### src/hdl/assert_macros.svh
// Assertion helpers for the noise generator
`ifndef ASSERT_MACROS_SVH
`define ASSERT_MACROS_SVH
`ifndef SYNTH
`define PN_ASSERT_IMPL(label, clk, rst_n, ante, cons) \
    label: assert property (@(posedge clk) disable iff (!rst_n) (ante) |-> (cons)) \
        else $error("check failed: same-cycle implication");
`define PN_ASSERT_NEXT(label, clk, rst_n, ante, cons) \
    label: assert property (@(posedge clk) disable iff (!rst_n) (ante) |=> (cons)) \
        else $error("check failed: next-cycle implication");
`else
`define PN_ASSERT_IMPL(label, clk, rst_n, ante, cons)
`define PN_ASSERT_NEXT(label, clk, rst_n, ante, cons)
`endif
`endif

### src/hdl/pn2d_pkg.sv
package pn2d_pkg;

    localparam int TABLE_SIZE     = 256;
    localparam int IDX_W          = 8;
    localparam int HASH_W         = 2;
    localparam int STEP_W         = 24;
    localparam int OUT_W          = 16;
    localparam int COORD_BITS_DEF = 12;
    localparam int FRAC_BITS_DEF  = 16;

    localparam logic [STEP_W-1:0] STEP_RESET = 24'd256;

    // config register indexes
    localparam int CFG_IDX_W = 1;
    localparam logic [CFG_IDX_W-1:0] REG_X_STEP = 1'b0;
    localparam logic [CFG_IDX_W-1:0] REG_Y_STEP = 1'b1;

    // request kinds (tuser)
    localparam logic CMD_LOAD  = 1'b0;
    localparam logic CMD_PIXEL = 1'b1;

    // gradient selection, low two hash bits
    localparam logic [HASH_W-1:0] GRAD_PP = 2'd0;  //  x + y
    localparam logic [HASH_W-1:0] GRAD_NP = 2'd1;  // -x + y
    localparam logic [HASH_W-1:0] GRAD_PN = 2'd2;  //  x - y
    localparam logic [HASH_W-1:0] GRAD_NN = 2'd3;  // -x - y

    typedef struct packed {
        logic             load;
        logic [IDX_W-1:0] idx;
        logic [IDX_W-1:0] val;
        logic [IDX_W-1:0] xi;
        logic [IDX_W-1:0] yi;
    } t_perm_req;

    typedef struct packed {
        logic [HASH_W-1:0] aa;
        logic [HASH_W-1:0] ab;
        logic [HASH_W-1:0] ba;
        logic [HASH_W-1:0] bb;
    } t_corner_hash;

endpackage

### src/hdl/pn2d_fade.sv
// Quintic fade 6t^5 - 15t^4 + 10t^3, three register stages.
module pn2d_fade #(
    parameter int FRAC_BITS = pn2d_pkg::FRAC_BITS_DEF
) (
    input  logic                 i_clk,
    input  logic                 i_en,
    input  logic [FRAC_BITS-1:0] i_t,
    output logic [FRAC_BITS:0]   o_fade
);

    localparam int PW = FRAC_BITS + 5;
    localparam logic [PW-1:0]          C6     = PW'(6);
    localparam logic [PW-1:0]          C15    = PW'(15);
    localparam logic [PW-1:0]          C10ONE = PW'(10) << FRAC_BITS;
    localparam logic [FRAC_BITS+3:0]   FX_ONE = (FRAC_BITS+4)'(1) << FRAC_BITS;

    logic [FRAC_BITS-1:0]   r_t_a;
    logic [FRAC_BITS-1:0]   r_t2;
    logic [FRAC_BITS-1:0]   r_t3;
    logic [FRAC_BITS+3:0]   r_poly;
    logic [FRAC_BITS:0]     r_fade;

    logic [2*FRAC_BITS-1:0] w_sq;
    logic [2*FRAC_BITS-1:0] w_cube;
    logic [PW-1:0]          w_poly;
    logic [2*FRAC_BITS+3:0] w_prod;
    logic [FRAC_BITS+3:0]   w_f;

    assign w_sq   = i_t * i_t;
    assign w_cube = r_t2 * r_t_a;
    // 10 + 6t^2 added first so the running value never goes negative
    assign w_poly = ({5'b0, r_t2} * C6) + C10ONE - ({5'b0, r_t_a} * C15);
    assign w_prod = r_t3 * r_poly;
    assign w_f    = w_prod[2*FRAC_BITS+3:FRAC_BITS];

    always_ff @(posedge i_clk) begin
        if (i_en) begin
            r_t_a  <= i_t;
            r_t2   <= w_sq[2*FRAC_BITS-1:FRAC_BITS];
            r_t3   <= w_cube[2*FRAC_BITS-1:FRAC_BITS];
            r_poly <= w_poly[FRAC_BITS+3:0];
            r_fade <= (w_f > FX_ONE) ? FX_ONE[FRAC_BITS:0] : w_f[FRAC_BITS:0];
        end
    end

    assign o_fade = r_fade;

endmodule

### config.mk
export PLATFORM = sky130hd
export DESIGN_NAME = pn2d_fade
export DESIGN_NICKNAME = d
export VERILOG_FILES = /design/src/hdl/assert_macros.svh /design/src/hdl/pn2d_pkg.sv /design/src/hdl/pn2d_fade.sv
export SDC_FILE = /design/constraint.sdc
export NUM_CORES = 2
export LEC_CHECK = 0
export ABC_AREA = 1
export BUFFER_PORTS_ARGS = -buffer_cell sky130_fd_sc_hd__buf_4
export CAP_MARGIN = 20
export CORE_MARGIN = 10
export CORE_UTILIZATION = 55
export DETAILED_ROUTE_END_ITERATION = 16
export PLACE_DENSITY_LB_ADDON = 0.12
export SYNTH_ARGS = -nofsm -noshare
export SYNTH_HDL_FRONTEND = slang
export SYNTH_SLANG_ARGS = --single-unit
### constraint.sdc
create_clock -name i_clk -period 6.72 [get_ports i_clk]
set_input_delay 1.008 -clock i_clk [delete_from_list [all_inputs] [get_ports i_clk]]
set_output_delay 1.008 -clock i_clk [all_outputs]
set_load 0.02 [all_outputs]
# After elaboration in Yosys (flattened, before gate mapping)
# Cells that the tools add are included.
[classes] n_mul=5 add_sub_neg=2 n_lt_le_gt_ge=1
[ops] operator="multiplier 16 x 16 -> 32 bit" count=2
[ops] operator="multiplier 16 x 20 -> 36 bit" count=1
[ops] operator="adder 19 x 20 -> 20 bit, second input constant" count=1
[ops] operator="greater-than comparator 20 x 17 -> 1 bit, second input constant" count=1
[ops] operator="multiplier 16 x 4 -> 20 bit, second input constant" count=1
[ops] operator="subtractor 20 bit" count=1
[ops] operator="multiplier 16 x 2 -> 18 bit, second input constant" count=1
[totals] register_bits=85 out_inout_bits=17

# Depth between registers and ports, before layout
[depth] depth_word=3 ltp_mapped=36

# Least setup slack after synthesis
# No wires, ideal clock.
[synth_timing] path_kind="input-to-reg" start="input port i_t[7]" end="register r_t2[15] (data pin)" setup_slack_ns=0.493 arrival_time_ns=5.968 path_buffers=2 required_ns=6.460 stages=23 cell_sequence="clkbuf_1 -> clkbuf_1 -> inv_1 -> fa_1 -> inv_1 -> fa_1 -> inv_1 -> fa_1 -> inv_1 -> fa_1 -> inv_1 -> fa_1 -> fa_1 -> inv_1 -> ha_1 -> a21oi_1 -> inv_1 -> a21oi_1 -> o21ai_0 -> o21bai_1 -> a31oi_1 -> o21ai_0 -> xnor2_1"
[synth_via] elab_chain_len=1
[synth_lines] item="from (decl)" line_no="pn2d_fade.sv:7" rtl="input logic [FRAC_BITS-1:0] i_t,"
[synth_lines] item="multiplier 16 x 16 -> 32 bit" line_no="pn2d_fade.sv:29" rtl="assign w_sq = i_t * i_t;"
[synth_lines] item="named net w_sq[31]" line_no="pn2d_fade.sv:23" rtl="logic [2*FRAC_BITS-1:0] w_sq;"
[synth_lines] item="to (signal assigned)" line_no="pn2d_fade.sv:39" rtl="r_t2 <= w_sq[2*FRAC_BITS-1:FRAC_BITS];"
[synth_lines] item="to (decl)" line_no="pn2d_fade.sv:18" rtl="logic [FRAC_BITS-1:0] r_t2;"
# The timed path passes the listed nets, and every way through them passes these cells.
# A chain may end at the register's enable or synchronous reset.

# Final worst setup path
[layout_timing] start="register r_t3[11]" end="register r_fade[9], in the netlist o_fade[9] (data pin)"
[layout_via] elab_chain_len=2
[layout_lines] item="from (decl)" line_no="pn2d_fade.sv:19" rtl="logic [FRAC_BITS-1:0] r_t3;"
[layout_lines] item="from (signal assigned)" line_no="pn2d_fade.sv:40" rtl="r_t3 <= w_cube[2*FRAC_BITS-1:FRAC_BITS];"
[layout_lines] item="multiplier 16 x 20 -> 36 bit (*)" line_no="pn2d_fade.sv:33" rtl="assign w_prod = r_t3 * r_poly;"
[layout_lines] item="greater-than comparator 20 x 17 -> 1 bit" line_no="pn2d_fade.sv:42" rtl="r_fade <= (w_f > FX_ONE) ? FX_ONE[FRAC_BITS:0] : w_f[FRAC_BITS:0];"
[layout_lines] item="to (signal assigned)" line_no="pn2d_fade.sv:42"
[layout_lines] item="to (decl)" line_no="pn2d_fade.sv:21" rtl="logic [FRAC_BITS:0] r_fade;"
# Every way passes the cells marked *; elsewhere a longest branch is shown, timed or not.

==> results.json <==
{
  "status": "finished clean",
  "syn_nets": 5199,
  "wl_um": 79600,
  "grt_pass1_wl_um": 135000,
  "crit_path_start": "r_t3[11]",
  "clk_pin_slew_worst_paths_ns": 0.08,
  "synth_flop_cell": "edfxtp_1",
  "drtPass1Iterations": 5,
  "fin_nets": 5215,
  "drc": 0,
  "wl_per_cell_um": 16.0,
  "fp.dieW_um": 264,
  "start_util_pct": 55.6,
  "synth_common_cells": "inv_1, nand2_1, fa_1",
  "yosys.area.top_type": "fa_1",
  "fp.dieArea_um2": 69800,
  "yosysWarnings": 0,
  "cts_tree": "built",
  "postSynthAreaPerCell_um2": 7.87,
  "layout-drive-gt1-share_pct": 5.11,
  "dp_hpwl_um": 67800,
  "hp-start": "i_t[3]",
  "core_um2": 59000,
  "yosys_register_bits": 85,
  "fin_crit_ns": 6.35,
  "syn_area_um2": 32800,
  "grt_max_degree": 69,
  "h-tree-depth": 3,
  "root_buffer": "clkbuf_16",
  "setup_viol": 0,
  "vias_per_cell": 5.02,
  "cts_buffers": 9,
  "overflow": 0,
  "first_global_vias": 26700,
  "postSynth.asyncResetShare_pct": 0,
  "finalHoldViolations": 0,
  "path_class": "reg -> reg",
  "antenna_found_initial": 0,
  "hold_class": "in -> reg",
  "synth_edf_count": 85,
  "max-slew-margin-rel_pct": 32.2,
  "grtUsageTotal_pct": 23.9,
  "ioPinCount": 35,
  "timing.hold.ws_ns": 0.974,
  "detail-route-antenna-nets": 0,
  "yosys-top-cells-area": "fa_1, inv_1, ha_1, nand2_1, edfxtp_1",
  "drtIter0Drc": 1542,
  "fin_setup_tns_ns": 0,
  "rows": 89,
  "fin_skew_ns": 0.0173,
  "netlist.area_leader.share_pct": 39.7,
  "syn_inst": 4169,
  "diodes": 0,
  "worst_setup_path_end_kind": "flip-flop",
  "tightest_slew_ns": 1.02,
  "placedInstanceArea_um2": 34200,
  "crit_required_ns": 6.94,
  "dr_total_vias": 24900,
  "final_cell_area_um2": 34800,
  "cp.arrival_ns": 6.57,
  "timing.rr.start": "r_t3[11]",
  "slew_viol_final": 0,
  "synth.most_common_cell": "inv_1",
  "fillCellCount": 5479,
  "grt_setup_unrepaired": "no",
  "clk_latency_ns": 0.39,
  "place.gp.congestion": 0.908,
  "fin_crit_sh_pct": 94.4,
  "cts_sinks": 85,
  "portBuffers": 34,
  "clock_path_buffers": 2,
  "netlist-cell-type-count": 43,
  "start_kind": "flip-flop",
  "drv.max_cap_violation_count": 0,
  "cp_max_fo": 17,
  "die_h_um": 264,
  "fmax_mhz": 158,
  "seq_area_frac_synth_pct": 7.78,
  "syn2layout_area_growth_pct": 6.01
}
## logic make-up after synthesis
| logic type | synth area share [%] |
|---|---|
| AO/OA/AOI/OAI | 4.62 |
| XOR/XNOR | 2.11 |
| adder cells (fa/ha/maj) | 53.5 |
| buffers and inverters | 16.9 |
| flip-flops | 7.78 |
| AND/OR/NAND/NOR | 15.1 |
## per-layer routing
| metal | track usage (%) | up-vias | wire (µm) |
|---|---|---|---|
| met2 | 40.8 | 647 | 38500 |
| li1 | - | 12000 | - |
| met1 | 31.1 | 12200 | 34300 |
| met4 | 7.14 | 0 | 2300 |
| met5 | 0 | - | 0 |
| met3 | 3.32 | 113 | 4470 |
## registers in the layout, indices dropped and copies added (netlist names)
signal,cells
r_t_a,16
r_t3,16
o_fade,17
r_poly,20
r_t2,16
## path summary, 6_finish.rpt
check	to	slack [ns]	cells after the start
max	o_fade[9]	0.37	27
min	r_t_a[3]	0.97	1
max reg2reg	o_fade[9]	0.37	27
min reg2reg	r_poly[0]	1.16	0
## timing repair
action                                  CTS  global route
hold buffers                              0             0
resized for setup                         0             6
endpoints found under the setup margin    0            17
setup buffers                             0            29
## layout by cell type (no fill, tap or decap), types with 3 or more instances in the layout
master / Yosys / layout
a21boi_0: 3 / 3
a21o_1: 12 / 12
a21oi_1: 138 / 137
a21oi_2: 9 / 10
a31oi_1: 14 / 14
and2_1: 4 / 4
buf_12: 0 / 6
buf_4: 1 / 159
clkbuf_16: 0 / 9
edfxtp_1: 85 / 85
fa_1: 651 / 651
ha_1: 361 / 361
inv_1: 1311 / 1311
inv_6: 0 / 3
nand2_1: 1008 / 1008
nand2_2: 14 / 14
nand3_1: 62 / 62
nand3b_1: 6 / 6
nand4_1: 14 / 14
nor2_1: 119 / 118
nor3_1: 18 / 18
nor4_1: 3 / 3
o21a_1: 4 / 4
o21ai_0: 54 / 52
o21bai_1: 16 / 16
o31ai_1: 3 / 3
xnor2_1: 24 / 24
xor2_1: 55 / 55
## metrics by stage
step                      setup WS [ns]  util [%]  std cells
after global routing            0.00719      58.9       4963
after CTS                         0.154      58.5       4934
after global placement            0.246      58.0       4918
final                             0.373      58.9       4963
after floorplan                   0.493         -       4169
after detailed placement          0.178      58.0       4918
## area by class of cell
| cell class | instances | area (µm²) | share of cell area, % |
|---|---|---|---|
| multi-input combinational | 2611 | 24700 | 71.0 |
| inverter | 1311 | 4920 | 14.1 |
| sequential | 85 | 2550 | 7.34 |
| timing repair buffer | 167 | 1340 | 3.84 |
| tap | 773 | 967 | 2.78 |
| clock buffer | 9 | 225 | 0.647 |
| clock inverter | 7 | 77.6 | 0.223 |
## critical path: stages (launching register included)
cell	delay, ns
edfxtp_1	0.59
buf_4	0.27
nand2_1	0.07
inv_1	0.05
fa_1	0.49
inv_1	0.05
fa_1	0.55
fa_1	0.44
fa_1	0.50
inv_1	0.05
fa_1	0.48
inv_1	0.05
fa_1	0.47
inv_1	0.04
ha_1	0.34
nand2_1	0.08
nand2_1	0.05
inv_1	0.07
o21ai_0	0.14
a21oi_1	0.25
inv_1	0.08
a21oi_1	0.20
nand2_1	0.09
nand2_1	0.08
nand4_1	0.08
or2_1	0.28
buf_12	0.17
a21oi_1	0.16
Power is not shown: default switching activity piles up to over one toggle a cycle in this logic, so the estimate is an artifact.
