### src/hdl/assert_macros.svh
// Assertion helpers for the noise generator
`ifndef ASSERT_MACROS_SVH
`define ASSERT_MACROS_SVH
`ifndef SYNTH
`define PN_ASSERT_IMPL(label, clk, rst_n, ante, cons) \
    label: assert property (@(posedge clk) disable iff (!rst_n) (ante) |-> (cons)) \
        else $error("check failed: same-cycle implication");
`define PN_ASSERT_NEXT(label, clk, rst_n, ante, cons) \
    label: assert property (@(posedge clk) disable iff (!rst_n) (ante) |=> (cons)) \
        else $error("check failed: next-cycle implication");
`else
`define PN_ASSERT_IMPL(label, clk, rst_n, ante, cons)
`define PN_ASSERT_NEXT(label, clk, rst_n, ante, cons)
`endif
`endif

### src/hdl/pn2d_pkg.sv
package pn2d_pkg;

    localparam int TABLE_SIZE     = 256;
    localparam int IDX_W          = 8;
    localparam int HASH_W         = 2;
    localparam int STEP_W         = 24;
    localparam int OUT_W          = 16;
    localparam int COORD_BITS_DEF = 12;
    localparam int FRAC_BITS_DEF  = 16;

    localparam logic [STEP_W-1:0] STEP_RESET = 24'd256;

    // config register indexes
    localparam int CFG_IDX_W = 1;
    localparam logic [CFG_IDX_W-1:0] REG_X_STEP = 1'b0;
    localparam logic [CFG_IDX_W-1:0] REG_Y_STEP = 1'b1;

    // request kinds (tuser)
    localparam logic CMD_LOAD  = 1'b0;
    localparam logic CMD_PIXEL = 1'b1;

    // gradient selection, low two hash bits
    localparam logic [HASH_W-1:0] GRAD_PP = 2'd0;  //  x + y
    localparam logic [HASH_W-1:0] GRAD_NP = 2'd1;  // -x + y
    localparam logic [HASH_W-1:0] GRAD_PN = 2'd2;  //  x - y
    localparam logic [HASH_W-1:0] GRAD_NN = 2'd3;  // -x - y

    typedef struct packed {
        logic             load;
        logic [IDX_W-1:0] idx;
        logic [IDX_W-1:0] val;
        logic [IDX_W-1:0] xi;
        logic [IDX_W-1:0] yi;
    } t_perm_req;

    typedef struct packed {
        logic [HASH_W-1:0] aa;
        logic [HASH_W-1:0] ab;
        logic [HASH_W-1:0] ba;
        logic [HASH_W-1:0] bb;
    } t_corner_hash;

endpackage

### src/hdl/pn2d_mix.sv
// Corner gradients and the three lerps, five register stages.
module pn2d_mix #(
    parameter int FRAC_BITS = pn2d_pkg::FRAC_BITS_DEF
) (
    input  logic                          i_clk,
    input  logic                          i_en,
    input  pn2d_pkg::t_corner_hash        i_hash,
    input  logic [FRAC_BITS-1:0]          i_xf,
    input  logic [FRAC_BITS-1:0]          i_yf,
    input  logic [FRAC_BITS:0]            i_u,
    input  logic [FRAC_BITS:0]            i_v,
    output logic signed [FRAC_BITS+2:0]   o_res
);

    localparam int G  = FRAC_BITS + 3;
    localparam int PW = 2 * FRAC_BITS + 6;
    localparam logic signed [G-1:0] FX_ONE = G'(1) << FRAC_BITS;

    function automatic logic signed [G-1:0] grad(
        input logic [pn2d_pkg::HASH_W-1:0] h,
        input logic signed [G-1:0]         x,
        input logic signed [G-1:0]         y
    );
        logic signed [G-1:0] g;
        unique case (h)
            pn2d_pkg::GRAD_PP: g = x + y;
            pn2d_pkg::GRAD_NP: g = y - x;
            pn2d_pkg::GRAD_PN: g = x - y;
            pn2d_pkg::GRAD_NN: g = -x - y;
        endcase
        return g;
    endfunction

    logic signed [G-1:0] w_x;
    logic signed [G-1:0] w_xm;
    logic signed [G-1:0] w_y;
    logic signed [G-1:0] w_ym;

    assign w_x  = $signed({3'b0, i_xf});
    assign w_y  = $signed({3'b0, i_yf});
    assign w_xm = w_x - FX_ONE;
    assign w_ym = w_y - FX_ONE;

    // stage 4: gradients
    logic signed [G-1:0] r_g_aa;
    logic signed [G-1:0] r_g_ab;
    logic signed [G-1:0] r_g_ba;
    logic signed [G-1:0] r_g_bb;

    always_ff @(posedge i_clk) begin
        if (i_en) begin
            r_g_aa <= grad(i_hash.aa, w_x,  w_y);
            r_g_ba <= grad(i_hash.ba, w_xm, w_y);
            r_g_ab <= grad(i_hash.ab, w_x,  w_ym);
            r_g_bb <= grad(i_hash.bb, w_xm, w_ym);
        end
    end

    // stage 5: u * (b - a) for both rows
    logic signed [G:0]           w_d1;
    logic signed [G:0]           w_d2;
    logic signed [FRAC_BITS+1:0] w_u_s;
    logic signed [PW-1:0]        r_p1;
    logic signed [PW-1:0]        r_p2;
    logic signed [G-1:0]         r_g_aa5;
    logic signed [G-1:0]         r_g_ab5;
    logic [FRAC_BITS:0]          r_v5;

    assign w_d1  = {r_g_ba[G-1], r_g_ba} - {r_g_aa[G-1], r_g_aa};
    assign w_d2  = {r_g_bb[G-1], r_g_bb} - {r_g_ab[G-1], r_g_ab};
    assign w_u_s = $signed({1'b0, i_u});

    always_ff @(posedge i_clk) begin
        if (i_en) begin
            r_p1    <= w_u_s * w_d1;
            r_p2    <= w_u_s * w_d2;
            r_g_aa5 <= r_g_aa;
            r_g_ab5 <= r_g_ab;
            r_v5    <= i_v;
        end
    end

    // stage 6: a + floor(product / ONE)
    logic signed [PW-1:0] w_s1;
    logic signed [PW-1:0] w_s2;
    logic signed [G-1:0]  r_l1;
    logic signed [G-1:0]  r_l2;
    logic [FRAC_BITS:0]   r_v6;

    assign w_s1 = r_p1 >>> FRAC_BITS;
    assign w_s2 = r_p2 >>> FRAC_BITS;

    always_ff @(posedge i_clk) begin
        if (i_en) begin
            r_l1 <= r_g_aa5 + $signed(w_s1[G-1:0]);
            r_l2 <= r_g_ab5 + $signed(w_s2[G-1:0]);
            r_v6 <= r_v5;
        end
    end

    // stage 7: v * (l2 - l1)
    logic signed [G:0]           w_d3;
    logic signed [FRAC_BITS+1:0] w_v_s;
    logic signed [PW-1:0]        r_p3;
    logic signed [G-1:0]         r_l1_7;

    assign w_d3  = {r_l2[G-1], r_l2} - {r_l1[G-1], r_l1};
    assign w_v_s = $signed({1'b0, r_v6});

    always_ff @(posedge i_clk) begin
        if (i_en) begin
            r_p3   <= w_v_s * w_d3;
            r_l1_7 <= r_l1;
        end
    end

    // stage 8: final lerp
    logic signed [PW-1:0] w_s3;
    logic signed [G-1:0]  r_res;

    assign w_s3 = r_p3 >>> FRAC_BITS;

    always_ff @(posedge i_clk) begin
        if (i_en) begin
            r_res <= r_l1_7 + $signed(w_s3[G-1:0]);
        end
    end

    assign o_res = r_res;

endmodule

### config.mk
export PLATFORM = sky130hd
export DESIGN_NAME = pn2d_mix
export DESIGN_NICKNAME = d
export VERILOG_FILES = /design/src/hdl/assert_macros.svh /design/src/hdl/pn2d_pkg.sv /design/src/hdl/pn2d_mix.sv
export SDC_FILE = /design/constraint.sdc
export NUM_CORES = 2
export LEC_CHECK = 0
export BUFFER_PORTS_ARGS = -buffer_cell sky130_fd_sc_hd__buf_2
export CAP_MARGIN = 20
export CORE_UTILIZATION = 42
export DETAILED_ROUTE_END_ITERATION = 8
export REMOVE_ABC_BUFFERS = 1
export SLEW_MARGIN = 20
export SYNTH_ARGS = -nofsm -noshare
export SYNTH_HDL_FRONTEND = slang
export SYNTH_SLANG_ARGS = --single-unit
### constraint.sdc
create_clock -name i_clk -period 10.7 [get_ports i_clk]
set_clock_uncertainty 0.1 [all_clocks]
set_input_delay 0.535 -clock i_clk [delete_from_list [all_inputs] [get_ports i_clk]]
set_output_delay 0.535 -clock i_clk [all_outputs]
set_load 0.01 [all_outputs]
# Word-level counts from Yosys, hierarchy flattened

Cells that the tools add are included.

$add $sub $neg: 26
$mul: 3
Equality and inequality tests: 12
Mux-type cells: 4
Reduce and logical (&&, ||, !) cells: 4

Operator list:

| operator                 | number |
|---|---|
| $pmux W19 S4             | 4 |
| $mul A18 B20 Y35         | 3 |
| $sub A19 B19 Y20         | 3 |
| $add A19 B19 Y19         | 3 |
| $sub A17 B18 Y19         | 2 |
| $sub A18 B17 Y19         | 2 |
| $sub A18 B18 Y19         | 2 |
| $sub A19 B17 Y19         | 2 |
| $sub A19 B18 Y19         | 2 |
| $sub A16 B17 Y18 const B | 2 |
| $sub A16 B16 Y17         | 2 |
| $add A17 B18 Y19         | 1 |
| $add A18 B17 Y19         | 1 |
| $add A18 B18 Y19         | 1 |
| $neg A16 Y19             | 1 |
| $neg A18 Y19             | 1 |
| $add A16 B16 Y17         | 1 |
| $eq A2 B2 Y1 const B     | 8 |
| $eq A2 B1 Y1 const B     | 4 |
| $logic_not A2 Y1         | 4 |

Bits in registers: 329
Input bits: 76
Output and inout bits: 19
Logic and storage cells: 64

# Longest topological paths before layout

Word-level depth: 4
Depth in mapped cells: 38

# Least setup slack after synthesis

OpenSTA, ideal clock, no wires.

Path kind: flip-flop to flip-flop
Start: register r_g_ab[5]
End: register r_p2[34], data pin
Setup time: 258 ps
Data arrival time: 8,552 ps
Required time: 10,342 ps
Slack: 1,790 ps
Cell stages (with the launch flop): 35
Buffers on the path: 1
Period minus slack after synthesis: 8,910 ps
Path through: edfxtp_1 inv_1 ha_1 a211o_1 a211o_1 o221ai_2 a211oi_1 a21oi_2 o21bai_1 a2111oi_2 nor3_1 a2111oi_2 a21o_2 buf_6 nand2_1 fa_1 fa_1 inv_1 fa_1 fa_1 fa_1 inv_1 fa_1 inv_1 ha_1 or3_1 or3_1 o22a_1 o211a_1 o31a_1 o21a_1 o21ai_0 o21ai_0 xnor2_1 xnor2_1

Longest elaborated chain between the ends: 2

RTL lines:

| what                   | line           | source |
|---|---|---|
| start, declared        | pn2d_mix.sv:46 | `logic signed [G-1:0] r_g_ab;` |
| start signal, assigned | pn2d_mix.sv:54 | `r_g_ab <= grad(i_hash.ab, w_x, w_ym);` |
| $sub A19 B19 Y20       | pn2d_mix.sv:70 | `assign w_d2 = {r_g_bb[G-1], r_g_bb} - {r_g_ab[G-1], r_g_ab};` |
| $mul A18 B20 Y35       | pn2d_mix.sv:76 | `r_p2 <= w_u_s * w_d2;` |
| end signal, assigned   | pn2d_mix.sv:76 |  |
| end, declared          | pn2d_mix.sv:64 | `logic signed [PW-1:0] r_p2;` |

No other way between the ends.
A chain may end at the register's enable or synchronous reset.

# Worst setup path in the final report

Ends and elaborated chain as after synthesis.

==> run metrics <==
share of layout cells above drive strength 1=0.0506; Data required, critical path=10.98 ns; Filler Cells Inserted=12100; DRT iter0 DRCs=2046; crit path DAT=9.89 ns; Hold Vio Cnt, Final=0; min cycle time layout=9.62 ns; Die Height=358 um; multi-input logic area=0.0392 mm^2; RSZ-0062 raised after global routing=no; critical path endpoint category=flip-flop; final period utilization=0.899; Synth cell types=78; Sink Count=277; max-slew violations=0; status=complete, no violations; WP depth=33; GR Overflow Total=0; HPWL after detailed placement=105000 um; IO Count=95; Max Clk Rate=0.104 GHz; final RePlAce weighted congestion=0.874; CP Launch Type=flip-flop; Relative slew margins=0.253; Post-synth EDFFs=277; Syn. warnings=0; vias in the first global route=39300; Hold Path Cell Cnt=1; first-pass GRT wire length=214000 um; antenna violations before repair=2; CTS resizes=0; pin count of the biggest net entering global routing=103; most frequent cells in the layout=inv_1 (1350), fa_1 (953), nand2_1 (556), and2_1 (500), ha_1 (447); cell area after technology mapping=0.0533 mm^2; Clock Path Buffers=3; Synth async-reset ratio=0; Syn-to-layout area delta=6.85%; CTS tree=built; syn avg cell area=9.51 um^2; Routed WL=129000 um; ys flop type=edfxtp_1; CP peak stage delay=0.78 ns; Initial Util=0.424; Max Cap Viol=0; synthesized flop and latch total=277; Layout Nets=7111; Num CTS Buffers=30; mean routed wirelength per cell=17.7 um; worst hold path type=in -> reg; clk_lat worst skew=0.63 ns; clk root buf=clkbuf_16; Reg area=0.00832 mm^2; Mapped Cells=5597; clock-pin slew of the registers on the worst-case setup and hold paths=0.06 ns; reg2reg path depth=33; Die Width=358 um; Rows=130; worst slew pin tran=1.12 ns; Critical-path top delay cell=fa_1; H-tree levels=1; Setup CP Type=reg -> reg; Crit Path Max Fanout=16; Most Frequent Cell on Critical Path=fa_1; Detail Route Antenna Nets=0; die area=0.128 mm^2; Vias/cell=4.97; sequential-to-total area share from yosys stat=0.156; Bufs and invs on worst path=4; GRT Total Usage=0.211; WHS=0.0354 ns; CP delay by family, top=adder cells; via count=36300; commonest non-fill, non-tap cell in the layout=inv_1; number of diodes=0; Port Buffers=94; CORE AREA=0.126 mm^2; drt drc=0; setup TNS after final layout=0 ns; DR pass1 iterations=5; final setup violation count=0
==> cells in the mapped netlist, drive strengths merged, types with 46 or more instances <==
cell       n  area share
clkbuf   186       0.013
ha       447        0.11
nor2     171       0.012
fa       953        0.36
o21ai    123       0.012
edfxtp   277        0.16
nor2b     63      0.0074
inv     1352       0.095
nor3      66      0.0062
nand2    558       0.039
xor2      55      0.0090
a21oi    152       0.015
o21a      46      0.0065
xnor2    243       0.040
and2     500       0.059
==> worst reg2reg max path: cells and delay by family (launching register included) <==
family,cells,cell delay (ns)
fa+ha+maj,8,3.79
compound gates,15,3.52
simple gates,4,1.09
flops,1,0.34
xor+xnor,2,0.30
buf+inv,4,0.24
==> path summary, 6_finish.rpt <==
kind | end | slack [ns] | start
max | r_p2[34]$_DFFE_PP_ | 1.08 | r_g_ab[5]$_DFFE_PP_
min | r_v5[0]$_DFFE_PP_ | 0.04 | i_v[0]
max reg2reg | r_p2[34]$_DFFE_PP_ | 1.08 | r_g_ab[5]$_DFFE_PP_
min reg2reg | r_v6[13]$_DFFE_PP_ | 0.32 | r_v5[13]$_DFFE_PP_
==> cells by family (layout without fill, tap and decap cells) <==
family	count (synthesis)	count (layout)	share of synthesized area
other cells	2	30	0.000141
fa+ha+maj	1400	1400	0.463
simple gates	1495	1495	0.139
mux	55	55	0.0188
flops	277	277	0.156
compound gates	517	517	0.0632
buf+inv	1553	1584	0.110
xor+xnor	298	298	0.0490
==> what timing repair did <==
action	4_1_cts	5_1_grt
setup endpoints to repair	0	0
endpoints found under the hold margin	14	0
setup buffers	0	0
hold buffers	14	0
==> final cells by class <==
| cell class | count | share of cell area |
|---|---|---|
| Multi-Input combinational cell | 3795 | 0.689 |
| Sequential cell | 277 | 0.146 |
| Inverter | 1354 | 0.0893 |
| Tap cell | 1650 | 0.0363 |
| Timing Repair Buffer | 177 | 0.0200 |
| Clock buffer | 32 | 0.0133 |
| Clock inverter | 21 | 0.00561 |
==> metrics by stage <==
stage,setup slack [ns],cells,utilization,instance area [um^2]
floorplan,1.81,5426,-,52600
global placement,1.28,7239,0.443,55700
detailed placement,1.08,7239,0.443,55700
CTS,1.07,7306,0.453,56900
global route,0.465,7306,0.453,56900
finish,1.08,7306,0.453,56900
==> per-layer routing <==
metal	vias up	routed length [um]	track usage
met3	133	4760	0.0179
met5	-	0	0
met2	658	62300	0.359
li1	17100	-	-
met1	18500	59200	0.292
met4	0	3120	0.0477
==> sequential cells by signal, summed over array words and instances (netlist names) <==
register	count
o_res	19
r_g_aa	19
r_g_aa5	19
r_g_ab	18
r_g_ab5	18
r_g_ba	18
r_g_bb	18
r_l1	19
r_l1_7	19
r_l2	19
r_p1	19
r_p2	19
r_p3	19
r_v5	17
r_v6	17
Power is left out: the tool's default activity adds up to more than one toggle a clock period on the data nets, which glitch-free logic cannot reach.
