`config.mk`:
```
export PLATFORM = sky130hd
export DESIGN_NAME = pn2d_perm
export DESIGN_NICKNAME = d
export VERILOG_FILES = /design/src/hdl/assert_macros.svh /design/src/hdl/pn2d_pkg.sv /design/src/hdl/pn2d_perm.sv
export SDC_FILE = /design/constraint.sdc
export NUM_CORES = 2
export LEC_CHECK = 0
export BUFFER_PORTS_ARGS = -buffer_cell sky130_fd_sc_hd__buf_4
export CORE_MARGIN = 2
export CORE_UTILIZATION = 23
export DETAILED_ROUTE_END_ITERATION = 8
export SLEW_MARGIN = 20
export SYNTH_ARGS = -nofsm -noshare
export SYNTH_HDL_FRONTEND = slang
export SYNTH_SLANG_ARGS = --single-unit
```
`constraint.sdc`:
```
create_clock -name i_clk -period 5.1 [get_ports i_clk]
set_clock_uncertainty 0.1 [all_clocks]
set_input_delay 0.51 -clock i_clk [delete_from_list [all_inputs] [get_ports i_clk]]
set_output_delay 0.51 -clock i_clk [all_outputs]
set_load 0.01 [all_outputs]
```
`src/hdl/assert_macros.svh`:
```
// Assertion helpers for the noise generator
`ifndef ASSERT_MACROS_SVH
`define ASSERT_MACROS_SVH
`ifndef SYNTH
`define PN_ASSERT_IMPL(label, clk, rst_n, ante, cons) \
    label: assert property (@(posedge clk) disable iff (!rst_n) (ante) |-> (cons)) \
        else $error("check failed: same-cycle implication");
`define PN_ASSERT_NEXT(label, clk, rst_n, ante, cons) \
    label: assert property (@(posedge clk) disable iff (!rst_n) (ante) |=> (cons)) \
        else $error("check failed: next-cycle implication");
`else
`define PN_ASSERT_IMPL(label, clk, rst_n, ante, cons)
`define PN_ASSERT_NEXT(label, clk, rst_n, ante, cons)
`endif
`endif

```
`src/hdl/pn2d_pkg.sv`:
```
package pn2d_pkg;

    localparam int TABLE_SIZE     = 256;
    localparam int IDX_W          = 8;
    localparam int HASH_W         = 2;
    localparam int STEP_W         = 24;
    localparam int OUT_W          = 16;
    localparam int COORD_BITS_DEF = 12;
    localparam int FRAC_BITS_DEF  = 16;

    localparam logic [STEP_W-1:0] STEP_RESET = 24'd256;

    // config register indexes
    localparam int CFG_IDX_W = 1;
    localparam logic [CFG_IDX_W-1:0] REG_X_STEP = 1'b0;
    localparam logic [CFG_IDX_W-1:0] REG_Y_STEP = 1'b1;

    // request kinds (tuser)
    localparam logic CMD_LOAD  = 1'b0;
    localparam logic CMD_PIXEL = 1'b1;

    // gradient selection, low two hash bits
    localparam logic [HASH_W-1:0] GRAD_PP = 2'd0;  //  x + y
    localparam logic [HASH_W-1:0] GRAD_NP = 2'd1;  // -x + y
    localparam logic [HASH_W-1:0] GRAD_PN = 2'd2;  //  x - y
    localparam logic [HASH_W-1:0] GRAD_NN = 2'd3;  // -x - y

    typedef struct packed {
        logic             load;
        logic [IDX_W-1:0] idx;
        logic [IDX_W-1:0] val;
        logic [IDX_W-1:0] xi;
        logic [IDX_W-1:0] yi;
    } t_perm_req;

    typedef struct packed {
        logic [HASH_W-1:0] aa;
        logic [HASH_W-1:0] ab;
        logic [HASH_W-1:0] ba;
        logic [HASH_W-1:0] bb;
    } t_corner_hash;

endpackage

```
`src/hdl/pn2d_perm.sv`:
```
// Two-level permutation hash. Three copies of the table, each with
// one write and two registered reads, so a pixel enters every cycle that i_en is high.
// Loads write each copy at the stage that reads it, keeping order.
module pn2d_perm (
    input  logic                    i_clk,
    input  logic                    i_rst_n,
    input  logic                    i_en,
    input  pn2d_pkg::t_perm_req     i_req,
    output pn2d_pkg::t_corner_hash  o_hash
);

    logic [pn2d_pkg::IDX_W-1:0]  r_mem_a [pn2d_pkg::TABLE_SIZE];
    logic [pn2d_pkg::HASH_W-1:0] r_mem_b [pn2d_pkg::TABLE_SIZE];
    logic [pn2d_pkg::HASH_W-1:0] r_mem_c [pn2d_pkg::TABLE_SIZE];

    logic [pn2d_pkg::IDX_W-1:0] r_pa0;
    logic [pn2d_pkg::IDX_W-1:0] r_pa1;
    logic [pn2d_pkg::IDX_W-1:0] r_yi2;
    logic                       r_load2;
    logic [pn2d_pkg::IDX_W-1:0] r_idx2;
    logic [pn2d_pkg::IDX_W-1:0] r_val2;
    pn2d_pkg::t_corner_hash     r_hash;

    logic [pn2d_pkg::IDX_W-1:0] w_xi1;
    logic [pn2d_pkg::IDX_W-1:0] w_a0;
    logic [pn2d_pkg::IDX_W-1:0] w_a0n;
    logic [pn2d_pkg::IDX_W-1:0] w_a1;
    logic [pn2d_pkg::IDX_W-1:0] w_a1n;

    assign w_xi1 = i_req.xi + 8'd1;
    assign w_a0  = r_pa0 + r_yi2;
    assign w_a0n = w_a0 + 8'd1;
    assign w_a1  = r_pa1 + r_yi2;
    assign w_a1n = w_a1 + 8'd1;

    // first level
    always_ff @(posedge i_clk) begin
        if (i_en) begin
            if (i_req.load) begin
                r_mem_a[i_req.idx] <= i_req.val;
            end
            r_pa0  <= r_mem_a[i_req.xi];
            r_pa1  <= r_mem_a[w_xi1];
            r_yi2  <= i_req.yi;
            r_idx2 <= i_req.idx;
            r_val2 <= i_req.val;
        end
    end

    always_ff @(posedge i_clk) begin
        if (!i_rst_n) begin
            r_load2 <= 1'b0;
        end else if (i_en) begin
            r_load2 <= i_req.load;
        end
    end

    // second level, only the gradient bits are kept
    always_ff @(posedge i_clk) begin
        if (i_en) begin
            if (r_load2) begin
                r_mem_b[r_idx2] <= r_val2[pn2d_pkg::HASH_W-1:0];
                r_mem_c[r_idx2] <= r_val2[pn2d_pkg::HASH_W-1:0];
            end
            r_hash.aa <= r_mem_b[w_a0];
            r_hash.ab <= r_mem_b[w_a0n];
            r_hash.ba <= r_mem_c[w_a1];
            r_hash.bb <= r_mem_c[w_a1n];
        end
    end

    assign o_hash = r_hash;

endmodule

```
# [After elaboration in Yosys (flattened, before gate mapping)]
# Memories as Yosys holds them, arrays and structs flattened. A register that Yosys moved wholly into a read port is not among the register bits.
# Index checks and enable logic that the tools add are counted.
[totals] ff_bits=19 ram_bits=3072 elab_cells=18 n_memories=3
[memory_table] memory="r_mem_a" words=256 word_bits=8 read_ports=2 rd_ports_with_merged_regs=2 write_ports=1 line_no="pn2d_perm.sv:12" text="logic [pn2d_pkg::IDX_W-1:0] r_mem_a [pn2d_pkg::TABLE_SIZE];"
[memory_table] memory="r_mem_b" words=256 word_bits=2 read_ports=2 rd_ports_with_merged_regs=2 write_ports=1 line_no="pn2d_perm.sv:13" text="logic [pn2d_pkg::HASH_W-1:0] r_mem_b [pn2d_pkg::TABLE_SIZE];"
[memory_table] memory="r_mem_c" words=256 word_bits=2 read_ports=2 rd_ports_with_merged_regs=2 write_ports=1 line_no="pn2d_perm.sv:14" text="logic [pn2d_pkg::HASH_W-1:0] r_mem_c [pn2d_pkg::TABLE_SIZE];"
[op_classes] add_sub_neg=5 mux=6
[ops] cell="adder 8 x 1 -> 8 bit (second input constant)" n=3
[ops] cell="adder 8 bit" n=2
[ops] cell="2-to-1 mux 1 bit" n=6

# [Logic depth before layout (Yosys ltp)]
[logic_depth] ltp_word=3 depth_mapped=18 mapped_depth_nobuf=13

# [Least setup slack after synthesis]
# No wires, ideal clock.
[synth_path] path_type="register -> register" startpoint="register r_yi2[0] in the netlist's numbering" endpoint="register, netlist name o_hash[0]" path_slack_ps=253 path_stages_with_launch=19 path_buffers=6 arrival_ps=4489 required_ps=4742 path_cell_list="edfxtp_1 -> ha_1 -> inv_1 -> fa_1 -> buf_1 -> clkbuf_1 -> buf_1 -> inv_1 -> ha_1 -> clkbuf_1 -> clkbuf_1 -> clkbuf_1 -> mux4_2 -> mux2i_1 -> mux2i_1 -> a22oi_1 -> o221ai_1 -> mux2i_1 -> a2bb2oi_1"
[synth_between] elab_chain_cells=2
[synth_rtl] element="start, declared" line_no="pn2d_perm.sv:18" text="logic [pn2d_pkg::IDX_W-1:0] r_yi2;"
[synth_rtl] element="start signal, assigned" line_no="pn2d_perm.sv:44" text="r_yi2 <= i_req.yi;"
[synth_rtl] element="adder 8 bit" line_no="pn2d_perm.sv:33" text="assign w_a1 = r_pa1 + r_yi2;"
[synth_rtl] element="adder 8 x 1 -> 8 bit" line_no="pn2d_perm.sv:34" text="assign w_a1n = w_a1 + 8'd1;"
# Every way passes these cells.
# A chain may end at the register's enable or synchronous reset.

# [Final worst setup path]
[layout_path] startpoint="register r_pa0[1] in the netlist's numbering, read port of r_mem_a" endpoint="register, netlist name o_hash[4]"
[layout_between] elab_chain_cells=2
[layout_rtl] element="start, declared" line_no="pn2d_perm.sv:16" text="logic [pn2d_pkg::IDX_W-1:0] r_pa0;"
[layout_rtl] element="adder 8 bit" line_no="pn2d_perm.sv:31" text="assign w_a0 = r_pa0 + r_yi2;"
[layout_rtl] element="adder 8 x 1 -> 8 bit" line_no="pn2d_perm.sv:32" text="assign w_a0n = w_a0 + 8'd1;"
# Every way passes these cells.

==> impl_metrics.yaml <==
global_route:
  number_of_global_route_vias_before_repair: 74330
  antenna_found_initial: 39
  global_route.usage.total: 0.1395
  grt_first_pass_wirelength_mm: 583.1
  global_route.overflow_total: 0
  maximum_number_of_pins_on_one_net_before_global_route_repair: 257
worst_setup_path:
  critical-path-max-stage-delay_ns: 0.92
  timing.critical_path.arrival_ns: 5.14
  rrSetupSlack_ns: 0.48
  cp.required_ns: 5.61
  worst_path_max_delay_cell: "sky130_fd_sc_hd__fa_4"
  timing.critical_path.cells: "inv_1 -> fa_4 -> inv_1 -> ha_4 -> buf_12 -> buf_4 -> mux4_2 -> mux2i_1 -> mux2i_1 -> mux2i_1 -> mux2i_1 -> mux2i_1 -> mux2i_1"
  worstSetupPathType: "register to register"
  cp-start-kind: "register"
  critPathCaptureType: "register"
  cp_max_fo: 27
  critPathMostFrequentCell: "sky130_fd_sc_hd__mux2i_1"
die:
  floorplan.die_area_mm2: 0.5752
  die_outline_width_um: 758.4
  die_height_um: 758.4
  io-pin-count: 44
  core_mm2: 0.5680
  placement_rows: 277
  initial_core_util: 0.2305
cts:
  clkTransAtPathRegs_ns: 0.07
  cts_tree: "yes"
  cts_setup_buffers: 0
  cts_num_sinks: 2603
  cts_hold_repair.buffers: 18
  htree_levels: 5
  cts_made_buffers: 278
  ctsResizeCount: 0
  cts-root-buf: "sky130_fd_sc_hd__clkbuf_16"
  cts-root-to-sink-buffers: 4
  insertion_delay_ns: 0.92
placed_design:
  placement.cell_area_mm2: 0.1419
  gp_routability_congestion: 0.8736
  place_ws_ns: 0.4558
  hpwl_mm: 272.6
  placed_cells_incl_taps: 13740
  port-buffer-count: 43
synthesis:
  yosys_most_used_dff: "sky130_fd_sc_hd__edfxtp_1"
  syn-num-nets: 6489
  synth.ff_latch_count: 2603
  mapped_avg_cell_area_um2: 20.35
  netlist-cell-type-count: 62
  synth_warnings: 0
  synthesis.area_mm2: 0.1309
  synth.area.top_cells: "sky130_fd_sc_hd__edfxtp_1 (60%), sky130_fd_sc_hd__mux4_2 (32%), sky130_fd_sc_hd__mux2i_1 (1.8%)"
  ys_top_cells_by_count: "sky130_fd_sc_hd__edfxtp_1 (2602), sky130_fd_sc_hd__mux4_2 (1884), sky130_fd_sc_hd__nor2_1 (541)"
  netlist_instances: 6434
  synth_edf_count: 2602
  seq_area_frac_synth: 0.5970
  cell_accounting_for_the_most_synthesized_area: "sky130_fd_sc_hd__edfxtp_1"
  post-synth-top-area-fraction: 0.5969
  async_flop_share: 0
  most_frequent_cell_after_synthesis: "sky130_fd_sc_hd__edfxtp_1"
cells_and_area:
  final-instance-count-excl-fill: 14270
  fill_cells: 55940
  multi_input_comb_area_mm2: 0.05065
  post-route-util: 0.2659
  syn2layout_area_growth_pct: 15.40
  nets: 6566
  final_design_area_no_fill_mm2: 0.1511
  fraction_of_layout_instances_using_a_drive_strength_above_1: 0.3923
  final-seq-area_mm2: 0.07816
route:
  route.detailed.vias_per_inst: 5.255
  wl_per_cell_um: 29.03
  route.antenna.remaining_nets: 0
  via_count: 74980
  drt_pass1_iterations: 8
  drc: 0
  drt_iter0_markers: 11080
  routed_wl_mm: 414.2
sta:
  hold_viol: 0
  fin_ws_ns: 0.4784
  clock.fmax_mhz: 216.4
  grt_setup_unrepaired: "false"
  final-setup-viol-count: 0
  layout_worst_path_cycle_share: 0.9062
  worst_slew_margin_rel: 0.2078
  fin_setup_tns_ns: 0
  worst-slew-pin-transition_ns: 1.188
  report.final.slew_viol_count: 0
  worst_hold_slack_ns: 0.06270
  period_minus_slack_ns: 4.622
power_and_ir_drop:
  power-per-cell-area_mw_per_mm2: 386.5
  total_switching_power_mw: 17.18
  seq_power_share: 0.408
  leakagePower_nw: 45.01
  switching_share: 0.2943
  power.clock.fraction: 0.346
  intPower_mw: 41.20
  design_power_total_mw: 58.38
  ir_worst_vdd_mv: 0.3654
  p_comb_frac: 0.246
status:
  run_status: "completed"
job:
  drv.max_cap_violation_count: 0
hold_path:
  class_of_the_tightest_hold_or_removal_check: "primary input to register"
==> path summary, 6_finish.rpt <==
kind              from         to  cells past startpoint
max reg2reg   r_pa0[1]  o_hash[4]                     13
max           r_pa0[1]  o_hash[4]                     13
min          i_req[15]   r_pa0[6]                      2
min reg2reg    r_load2    r_load2                      2
==> cells in the final DEF, fill, tap and decap left out, types with 22 or more instances in the layout <==
| cell | instances |
|---|---|
| sky130_fd_sc_hd__edfxtp_1 | 2602 |
| sky130_fd_sc_hd__and3_1 | 26 |
| sky130_fd_sc_hd__nand2_1 | 228 |
| sky130_fd_sc_hd__clkbuf_1 | 49 |
| sky130_fd_sc_hd__nand3_1 | 72 |
| sky130_fd_sc_hd__nor2b_1 | 31 |
| sky130_fd_sc_hd__a211oi_1 | 23 |
| sky130_fd_sc_hd__mux2i_1 | 229 |
| sky130_fd_sc_hd__a311oi_1 | 26 |
| sky130_fd_sc_hd__mux4_2 | 1884 |
| sky130_fd_sc_hd__clkinv_2 | 40 |
| sky130_fd_sc_hd__clkinv_1 | 62 |
| sky130_fd_sc_hd__clkbuf_16 | 287 |
| sky130_fd_sc_hd__bufinv_16 | 22 |
| sky130_fd_sc_hd__nor2_1 | 540 |
| sky130_fd_sc_hd__a21oi_1 | 23 |
| sky130_fd_sc_hd__buf_12 | 88 |
| sky130_fd_sc_hd__buf_4 | 230 |
==> cell type report <==
cell class                      instances  area share
Antenna cell                           14   0.0002319
Clock buffer                          336     0.04876
Clock inverter                        155    0.009624
Inverter                               10   0.0002485
Multi-Input combinational cell       3266      0.3353
Sequential cell                      2603      0.5173
Tap cell                             7533     0.06239
Timing Repair Buffer                  352     0.02612
==> sequential cells by signal, indices dropped and copies added (netlist names) <==
signal / count
r_mem_c: 502
r_idx2: 8
r_yi2: 8
r_pa1: 8
o_hash: 8
r_mem_b: 10
r_val2: 2
r_mem_a: 2048
r_load2: 1
r_pa0: 8
==> power groups by stage <==
stage	clock (mW)	combinational (mW)	sequential, mW
2_1_floorplan	0	8.73	24.3
3_3_place_gp	0	14.1	24.3
3_5_place_dp	0	14.1	24.3
4_1_cts	20.5	14.2	23.8
5_1_grt	21.3	14.8	23.8
6_report	20.2	14.4	23.8
==> worst max-delay path: cells and delay by family, from the launching register on <==
family                     cells  cell delay (ns)
muxes                          7             1.48
adders and majority gates      2             1.43
buffers and inverters          4             0.75
DFF                            1             0.55
==> logic make-up (layout without fill, tap and decap cells) <==
kind of cell / count (synthesis) / after routing / share of synthesized area
multiplexers: 2118 / 2118 / 0.3421
flip-flops: 2603 / 2603 / 0.5970
adder cells (fa/ha/maj): 19 / 19 / 0.001931
XOR/XNOR: 30 / 30 / 0.002122
AO/OA/AOI/OAI: 150 / 150 / 0.008478
other: 0 / 14 / 0
buffers and inverters: 565 / 853 / 0.01848
AND/OR/NAND/NOR: 949 / 949 / 0.02992
==> per-layer routing <==
metal,track usage,share of wire,vias to the layer above
met5,0,0.00031,-
met4,0.04357,0.035,20
met3,0.03222,0.11,709
met2,0.2226,0.47,5066
met1,0.1886,0.39,40860
li1,-,-,28330
No activity file was read; power rests on OpenSTA's default activity.
